$ cat src/hw/rtl/fbfl_pkg.sv
// Shared constants and types for the fixed block free-list allocator.
// Used by fbfl_pool_ram and fixed_block_free_list_allocator; depends on nothing.
package fbfl_pkg;

   // Pool geometry.
   localparam int MAX_BLOCKS   = 256;
   localparam int LINK_BYTES   = 8;
   localparam int HEADER_BYTES = 16;

   // Field widths.
   localparam int IDX_W    = 8;
   localparam int COUNT_W  = 9;
   localparam int ADDR_W   = 32;
   localparam int BYTES_W  = 16;
   localparam int STRIDE_W = 17;
   localparam int PROD_W   = IDX_W + STRIDE_W;
   localparam int OP_W     = 2;
   localparam int STATUS_W = 2;
   localparam int CSR_IDX_W = 2;
   localparam int CSR_DATA_W = 32;
   localparam int REQ_DATA_W = 16;
   localparam int RSP_DATA_W = 56;

   // The link memory holds one entry per block.
   localparam int POOL_DEPTH = 2 ** IDX_W;
   localparam logic [COUNT_W-1:0] POOL_LIMIT =
      COUNT_W'((MAX_BLOCKS < POOL_DEPTH) ? MAX_BLOCKS : POOL_DEPTH);

   // Operation codes.
   localparam logic [OP_W-1:0] OP_INIT  = 2'd0;
   localparam logic [OP_W-1:0] OP_ALLOC = 2'd1;
   localparam logic [OP_W-1:0] OP_FREE  = 2'd2;

   // Status codes.
   localparam logic [STATUS_W-1:0] ST_OK           = 2'd0;
   localparam logic [STATUS_W-1:0] ST_EMPTY        = 2'd1;
   localparam logic [STATUS_W-1:0] ST_ALREADY_FREE = 2'd2;
   localparam logic [STATUS_W-1:0] ST_RANGE        = 2'd3;

   // Configuration register indexes.
   localparam logic [CSR_IDX_W-1:0] CSR_BASE_ADDRESS = 2'd0;
   localparam logic [CSR_IDX_W-1:0] CSR_BLOCK_BYTES  = 2'd1;
   localparam logic [CSR_IDX_W-1:0] CSR_BLOCK_COUNT  = 2'd2;

   typedef enum logic [1:0] {
      S_IDLE,
      S_SWEEP,
      S_EXEC
   } state_type;

   // One link memory word: free flag and the next block on the free list.
   typedef struct packed {
      logic             free;
      logic [IDX_W-1:0] link;
   } entry_type;

   typedef struct packed {
      logic             en;
      logic [IDX_W-1:0] addr;
      entry_type        data;
   } ram_wr_type;

endpackage

$ cat src/hw/rtl/fbfl_pool_ram.sv
// Link memory of the block pool: one write port, one registered read port.
// Depends on fbfl_pkg for the entry and write port types.
module fbfl_pool_ram
   import fbfl_pkg::*;
(
   input  logic             clock,
   input  ram_wr_type       wr,
   input  logic             rd_en,
   input  logic [IDX_W-1:0] rd_addr,
   output entry_type        rd_data
);

   entry_type mem [POOL_DEPTH];
   entry_type rd_data_ff;

   always_ff @(posedge clock) begin
      if (wr.en) begin
         mem[wr.addr] <= wr.data;
      end
   end

   always_ff @(posedge clock) begin
      if (rd_en) begin
         rd_data_ff <= mem[rd_addr];
      end
   end

   assign rd_data = rd_data_ff;

endmodule

$ cat src/hw/rtl/fixed_block_free_list_allocator.sv
// Top level of the fixed-size block pool allocator with a LIFO free list.
// Depends on fbfl_pkg and fbfl_pool_ram (free flags and links of all blocks).
//
//   channel   direction  handshake             payload
//   req_      in         req_tvalid/tready     op, block_index
//   rsp_      out        rsp_tvalid/tready     status, block_address, alloc_index, free_count
//   csr_      in         csr_valid/ready       csr_index, csr_data
//
// Allocate and free: the link memory is read when the item is accepted, and the entry
// is written back with the result once the output register is free to take it.
// Init sweeps a pool of n blocks with one link memory write per block.
// After reset the pool is empty until an init; there is no clearing pass.
// A result waiting in the output register holds the block in its final step.
module fixed_block_free_list_allocator
   import fbfl_pkg::*;
(
   input  logic                  clock,
   input  logic                  reset,
   input  logic                  req_tvalid,
   output logic                  req_tready,
   input  logic [REQ_DATA_W-1:0] req_tdata,  // [1:0] op, [9:2] block_index, rest zero
   output logic                  rsp_tvalid,
   input  logic                  rsp_tready,
   output logic [RSP_DATA_W-1:0] rsp_tdata,  // [1:0] status, [33:2] block_address,
                                             // [41:34] alloc_index, [50:42] free_count
   input  logic                  csr_valid,
   output logic                  csr_ready,
   input  logic [CSR_IDX_W-1:0]  csr_index,
   input  logic [CSR_DATA_W-1:0] csr_data
);

   state_type state_ff, state_in;

   // Configuration registers.
   logic [ADDR_W-1:0]   base_ff;
   logic [BYTES_W-1:0]  bytes_ff;
   logic [COUNT_W-1:0]  count_ff;

   // Pool geometry captured at init.
   logic [COUNT_W-1:0]  pool_count_ff;
   logic [STRIDE_W-1:0] stride_ff;
   logic [ADDR_W-1:0]   addr_base_ff;

   // Free list state.
   logic [IDX_W-1:0]    head_ff, head_in;
   logic [COUNT_W-1:0]  free_blocks_ff, free_blocks_in;

   // Item in flight.
   logic [OP_W-1:0]     op_ff;
   logic [IDX_W-1:0]    idx_ff;
   logic [IDX_W-1:0]    k_ff;
   logic [PROD_W-1:0]   prod_ff;

   // Output register.
   logic                rsp_valid_ff;
   logic [STATUS_W-1:0] rsp_status_ff;
   logic [ADDR_W-1:0]   rsp_addr_ff;
   logic [IDX_W-1:0]    rsp_aidx_ff;
   logic [COUNT_W-1:0]  rsp_count_ff;

   logic                req_accept;
   logic [OP_W-1:0]     req_op;
   logic [IDX_W-1:0]    req_idx;
   logic [COUNT_W-1:0]  init_count;
   logic [STRIDE_W-1:0] init_stride;
   logic [IDX_W-1:0]    last_k;
   logic                slot_free;
   logic                exec_commit;
   logic                rd_en;
   logic [IDX_W-1:0]    rd_addr;
   entry_type           rd_data;
   ram_wr_type          wr;
   ram_wr_type          exec_wr;
   logic [STATUS_W-1:0] exec_status;
   logic [ADDR_W-1:0]   exec_addr;
   logic [IDX_W-1:0]    exec_aidx;

   assign req_op     = req_tdata[1:0];
   assign req_idx    = req_tdata[9:2];
   assign req_tready = (state_ff == S_IDLE);
   assign req_accept = req_tvalid && req_tready;
   assign csr_ready  = 1'b1;
   assign slot_free  = !rsp_valid_ff || rsp_tready;
   assign exec_commit = (state_ff == S_EXEC) && slot_free;

   assign init_count  = (count_ff > POOL_LIMIT) ? POOL_LIMIT : count_ff;
   // Block size rounded as (bytes/4 + 1) * 4, plus the link word in front of each block.
   assign init_stride = (({3'b000, bytes_ff[BYTES_W-1:2]} + STRIDE_W'(1)) << 2)
                        + STRIDE_W'(LINK_BYTES);
   assign last_k      = IDX_W'(pool_count_ff - COUNT_W'(1));

   assign rd_en   = req_accept;
   assign rd_addr = (req_op == OP_ALLOC) ? head_ff : req_idx;

   fbfl_pool_ram u_pool_ram (
      .clock   (clock),
      .wr      (wr),
      .rd_en   (rd_en),
      .rd_addr (rd_addr),
      .rd_data (rd_data)
   );

   // Next state.
   always_comb begin
      state_in = state_ff;
      unique case (state_ff)
         S_IDLE: begin
            if (req_accept) begin
               if (req_op == OP_INIT && init_count != '0) begin
                  state_in = S_SWEEP;
               end else begin
                  state_in = S_EXEC;
               end
            end
         end
         S_SWEEP: begin
            if (k_ff == last_k) begin
               state_in = S_EXEC;
            end
         end
         S_EXEC: begin
            if (slot_free) begin
               state_in = S_IDLE;
            end
         end
         default: state_in = S_IDLE;
      endcase
   end

   // Result and write-back of the operation in its final step.
   always_comb begin
      exec_status    = ST_OK;
      exec_addr      = '0;
      exec_aidx      = '0;
      head_in        = head_ff;
      free_blocks_in = free_blocks_ff;
      exec_wr        = '0;
      case (op_ff)
         OP_INIT: begin
            head_in        = '0;
            free_blocks_in = pool_count_ff;
         end
         OP_ALLOC: begin
            if (free_blocks_ff == '0 || {1'b0, head_ff} >= pool_count_ff) begin
               exec_status = ST_EMPTY;
            end else begin
               exec_aidx           = head_ff;
               exec_addr           = addr_base_ff + ADDR_W'(prod_ff);
               exec_wr.en          = 1'b1;
               exec_wr.addr        = head_ff;
               exec_wr.data.free   = 1'b0;
               exec_wr.data.link   = rd_data.link;
               free_blocks_in      = free_blocks_ff - COUNT_W'(1);
               // The head goes back to block zero once the pool is drained.
               head_in = (free_blocks_ff == COUNT_W'(1)) ? '0 : rd_data.link;
            end
         end
         OP_FREE: begin
            if ({1'b0, idx_ff} >= pool_count_ff) begin
               exec_status = ST_RANGE;
            end else if (rd_data.free) begin
               exec_status = ST_ALREADY_FREE;
            end else begin
               exec_wr.en        = 1'b1;
               exec_wr.addr      = idx_ff;
               exec_wr.data.free = 1'b1;
               exec_wr.data.link = head_ff;
               head_in           = idx_ff;
               free_blocks_in    = free_blocks_ff + COUNT_W'(1);
            end
         end
         default: begin
         end
      endcase
   end

   // Link memory write: the init sweep chains blocks in order, otherwise the commit.
   always_comb begin
      wr = '0;
      if (state_ff == S_SWEEP) begin
         wr.en        = 1'b1;
         wr.addr      = k_ff;
         wr.data.free = 1'b1;
         wr.data.link = (k_ff == last_k) ? '0 : k_ff + IDX_W'(1);
      end else if (exec_commit) begin
         wr = exec_wr;
      end
   end

   always_ff @(posedge clock) begin
      if (reset) begin
         state_ff       <= S_IDLE;
         base_ff        <= '0;
         bytes_ff       <= BYTES_W'(4);
         count_ff       <= COUNT_W'(256);
         pool_count_ff  <= '0;
         stride_ff      <= '0;
         addr_base_ff   <= '0;
         head_ff        <= '0;
         free_blocks_ff <= '0;
         rsp_valid_ff   <= 1'b0;
      end else begin
         state_ff <= state_in;
         if (csr_valid && csr_ready) begin
            case (csr_index)
               CSR_BASE_ADDRESS: base_ff  <= csr_data;
               CSR_BLOCK_BYTES:  bytes_ff <= csr_data[BYTES_W-1:0];
               CSR_BLOCK_COUNT:  count_ff <= csr_data[COUNT_W-1:0];
               default: begin
               end
            endcase
         end
         if (req_accept && req_op == OP_INIT) begin
            pool_count_ff <= init_count;
            stride_ff     <= init_stride;
            addr_base_ff  <= base_ff + ADDR_W'(HEADER_BYTES + LINK_BYTES);
         end
         if (exec_commit) begin
            head_ff        <= head_in;
            free_blocks_ff <= free_blocks_in;
            rsp_valid_ff   <= 1'b1;
         end else if (rsp_tready) begin
            rsp_valid_ff   <= 1'b0;
         end
      end
   end

   // Payload registers.
   always_ff @(posedge clock) begin
      if (req_accept) begin
         op_ff   <= req_op;
         idx_ff  <= req_idx;
         k_ff    <= '0;
         prod_ff <= PROD_W'(head_ff) * PROD_W'(stride_ff);
      end else if (state_ff == S_SWEEP) begin
         k_ff <= k_ff + IDX_W'(1);
      end
      if (exec_commit) begin
         rsp_status_ff <= exec_status;
         rsp_addr_ff   <= exec_addr;
         rsp_aidx_ff   <= exec_aidx;
         rsp_count_ff  <= free_blocks_in;
      end
   end

   assign rsp_tvalid = rsp_valid_ff;
   assign rsp_tdata  = {5'b00000, rsp_count_ff, rsp_aidx_ff, rsp_addr_ff, rsp_status_ff};

   // While an init is in flight the new pool size is already captured but the free list
   // still describes the old pool, so the free list checks hold only between items.
`ifndef SYNTHESIS
   a_count_bound: assert property (@(posedge clock) disable iff (reset)
      state_ff == S_IDLE |-> free_blocks_ff <= pool_count_ff)
      else $error("free block count exceeds pool size");

   a_head_in_pool: assert property (@(posedge clock) disable iff (reset)
      state_ff == S_IDLE && free_blocks_ff != '0 |-> {1'b0, head_ff} < pool_count_ff)
      else $error("free list head outside the pool");

   a_sweep_in_pool: assert property (@(posedge clock) disable iff (reset)
      state_ff == S_SWEEP |-> {1'b0, k_ff} < pool_count_ff)
      else $error("init sweep beyond the pool");

   a_commit_result: assert property (@(posedge clock) disable iff (reset)
      exec_commit |=> rsp_tvalid)
      else $error("committed item produced no result");

   a_alloc_count: assert property (@(posedge clock) disable iff (reset)
      exec_commit && op_ff == OP_ALLOC && exec_status == ST_OK
      |=> free_blocks_ff == $past(free_blocks_ff) - COUNT_W'(1))
      else $error("allocation did not take exactly one block");
`endif

endmodule
$ cat config.mk
export PLATFORM = sky130hd
export DESIGN_NAME = fixed_block_free_list_allocator
export DESIGN_NICKNAME = d
export VERILOG_FILES = /design/src/hw/rtl/fbfl_pkg.sv /design/src/hw/rtl/fbfl_pool_ram.sv /design/src/hw/rtl/fixed_block_free_list_allocator.sv
export SDC_FILE = /design/constraint.sdc
export NUM_CORES = 2
export LEC_CHECK = 0
export BUFFER_PORTS_ARGS = -buffer_cell sky130_fd_sc_hd__buf_2
export CORE_UTILIZATION = 55
export DETAILED_ROUTE_END_ITERATION = 7
export GPL_ROUTABILITY_DRIVEN = 0
export PLACE_DENSITY_LB_ADDON = 0.1
export REMOVE_ABC_BUFFERS = 1
export SLEW_MARGIN = 20
export SYNTH_ARGS = -nofsm -noshare
export SYNTH_HDL_FRONTEND = slang
export SYNTH_HIERARCHICAL = 1
export SYNTH_SLANG_ARGS = --single-unit
export TNS_END_PERCENT = 10
$ cat constraint.sdc
create_clock -name clock -period 33 [get_ports clock]
set_clock_uncertainty 0.2 [all_clocks]
set_input_delay 4.95 -clock clock [delete_from_list [all_inputs] [get_ports clock]]
set_output_delay 4.95 -clock clock [all_outputs]
set_load 0.02 [all_outputs]
==> summary.txt <==
Clock tree
  – Clock Latency Late Sink: 930 ps
  – CTS H-tree depth: 5
  – Clk slew on worst S/H paths: 60 ps
  – Clock sink count: 2,536
  – Post-CTS sizing: 0
  – CTS Hold Buffers Added: 0
  – CTS Root Cell: clkbuf_16
  – Clock buffer depth: 4
  – Number of buffers created by CTS: 277
  – CTS tree: done
  – # Post-CTS Setup Buffers: 0

Route
  – Initial drt markers: 6,110
  – DRT antenna net count: 0
  – DRC: 0
  – First-pass DRT Iterations: 6
  – DRT Wirelength: 262,000 um
  – Routed vias/inst: 6.38
  – Routed len/inst: 29.7 um
  – Via count: 56,387

STA
  – Fmax: 0.0883 GHz
  – Fin crit period: 11,320 ps
  – Fin crit share: 34.3%
  – Endpoints failing hold: 0
  – Final Max Tran Viols: 0
  – Relative slew slack: 20.1%
  – Worst-margin pin slew: 1190 ps
  – Final setup viols: 0
  – RSZ-0062 raised after global routing: false

Die
  – Rows: 160
  – Core Footprint: 0.190 sq mm
  – Die Ht: 439 um
  – Die width: 439 um
  – Area of the die: 0.193 sq mm
  – Number of I/O pins: 114
  – Starting Density: 55.3%

Logic synthesis
  – Synth cell types: 96
  – Post-synthesis sequential area ratio: 71.1%
  – Avg Cell Area, Syn: 17.5 sq um
  – Post-synth ARST share: 0%
  – #FFs+latches synth: 2,536
  – Area leader, netlist: edfxtp_1
  – Post-synth top area share: 68.5%
  – Synth Warn #: 6
  – EDFF count, synth: 2,397
  – Largest cells by area after synthesis: edfxtp_1, mux4_2, dfxtp_1
  – Post-Syn Instances: 5,994
  – Cell area after synthesis: 0.105 sq mm
  – Primary FF master, synth: edfxtp_1

Status
  – Run status: completed

Worst setup path
  – Worst Setup End Kind: flop
  – CP Max Fanout: 104
  – Crit Path Class: input pin to flop
  – Worst path required time: 33,340 ps
  – Critical path arrival: 11,660 ps
  – CP startpoint kind: input pin

Final layout
  – Nets@finish: 6,363
  – Most frequent cells in the layout: edfxtp_1, mux4_2, nor2_1
  – Commonest non-fill, non-tap cell in the layout: edfxtp_1
  – Share of layout cells above drive strength 1: 18.3%
  – Finished Core Util: 61.4%
  – Syn-to-layout area delta: 11.0%
  – Final Instance Count excl. Fillers: 8,838

Worst hold path
  – Worst min-delay path category: flop to flop

GRT
  – First-pass GRT wire length: 381,000 um
  – Vias in the first global route: 55,207
  – Antenna violations before repair: 5
  – Pin count of the biggest net entering global routing: 225
  – GR Overflow Total: 0
  – Overall routing resource usage: 27.2%

Job
  – Max-cap viol count: 0

Power
  – Peak VDD IR: 0.0717 mV
  – Pwr/cell area: 58.4 mW/mm^2
  – LEAKAGE: 34.2 nW

Placement
  – Input/output buffers: 101
  – DP Cell Count: 8,363
  – Hpwl dp: 159,000 um
## worst max-delay path, stage by stage
cell and delay, ps:
buf_2 100, nand2b_1 580, nand2_1 200, o21ai_4 90
buf_4 690, buf_12 610, buf_4 610, buf_4 740
buf_4 580, mux4_2 580, a22oi_1 350, nand2_1 220
o311ai_1 830, nor4_1 300
## through the flow
step	hold WS [ps]	total power [mW]	area, sq um	setup slack (ps)	TNS [ps]
floorplan	226	4.05	103000	-60990	-534330
global placement	238	3.89	108000	20610	0
detailed placement	242	3.89	108000	20610	0
CTS	250	6.85	117000	21540	0
global route	280	6.98	117000	21350	0
finish	253	6.81	117000	21680	0
## layer usage
layer | vias to the layer above | track usage, % | routed length (um) | share of wire [%]
li1 | 24157 | - | - | -
met1 | 29434 | 39.6 | 109000 | 42
met2 | 2340 | 42.1 | 124000 | 47
met3 | 452 | 4.67 | 20900 | 8.0
met4 | 4 | 8.86 | 8680 | 3.3
met5 | - | 0 | 34 | 0.013
## power breakdown
part / leakage (nW) / switching, mW / internal [mW]
logic: 10.1 / 0.214 / 0.108
clock network: 4.23 / 1.21 / 1.77
registers: 19.9 / 0.0112 / 3.49
total: 34.2 / 1.44 / 5.37
## worst paths after layout
kind                                 startpoint               endpoint  slack (ps)  cells after the start
worst min register to register  addr_base_ff[1]        addr_base_ff[1]         250                      2
worst max-delay path               req_tdata[1]  u_pool_ram/rd_data[0]       21680                     14
worst max register to register       head_ff[0]  u_pool_ram/rd_data[0]       25440                     12
worst min-delay path            addr_base_ff[1]        addr_base_ff[1]         250                      2
## registers in the layout, indices dropped and copies added, names as in the netlist, 9 cells and up
name,cells
stride_ff,15
u_pool_ram/rd_data,9
free_blocks_ff,9
prod_ff,23
rsp_count_ff,9
base_ff,32
count_ff,9
bytes_ff,14
pool_count_ff,9
u_pool_ram/mem,2304
rsp_addr_ff,32
addr_base_ff,32
## cell type report
cell class	instances	area (sq um)
timing repair buffer	211	1490
antenna	2	5.00
multi-input combinational	2973	28100
tap	2511	3140
fill	13598	73300
sequential	2536	74800
clock buffer	339	7340
inverter	136	510
clock inverter	130	1280
## cells by family (layout without fill, tap and decap cells)
group           Yosys count  after routing  synth area share (%)
fa+ha+maj               173            173                  2.62
flops                  2536           2536                  71.1
mux                     692            692                  12.3
other cells               2              8               0.00715
xor+xnor                104            104                 0.867
buf+inv                 489            816                  2.36
compound gates          847            847                  5.46
simple gates           1151           1151                  5.21
## cell usage after synthesis (10+ instances only)
cell type	number
nor2b_1	44
o21ai_0	76
and3_1	31
buf_4	37
nand3b_1	15
ha_1	94
buf_1	17
a211oi_1	54
a21o_1	19
dfxtp_1	139
inv_1	134
a22oi_1	175
or3_1	15
fa_1	79
a311oi_1	10
mux2_2	29
a32oi_1	12
or2_2	10
mux2i_1	187
nand2_1	276
buf_8	12
nor3_1	45
o221ai_1	43
o31ai_1	11
mux4_2	467
a22o_1	18
buf_6	27
and2_1	108
clkbuf_1	190
nor4_1	30
nor2_1	409
o21ai_1	12
a221oi_1	15
nand2b_1	22
a21oi_1	225
xnor2_1	59
nand4_1	30
a31oi_1	19
nand3_1	71
xor2_1	45
o22ai_1	70
buf_2	65
edfxtp_1	2397
No activity file was read; power rests on OpenSTA's default activity.
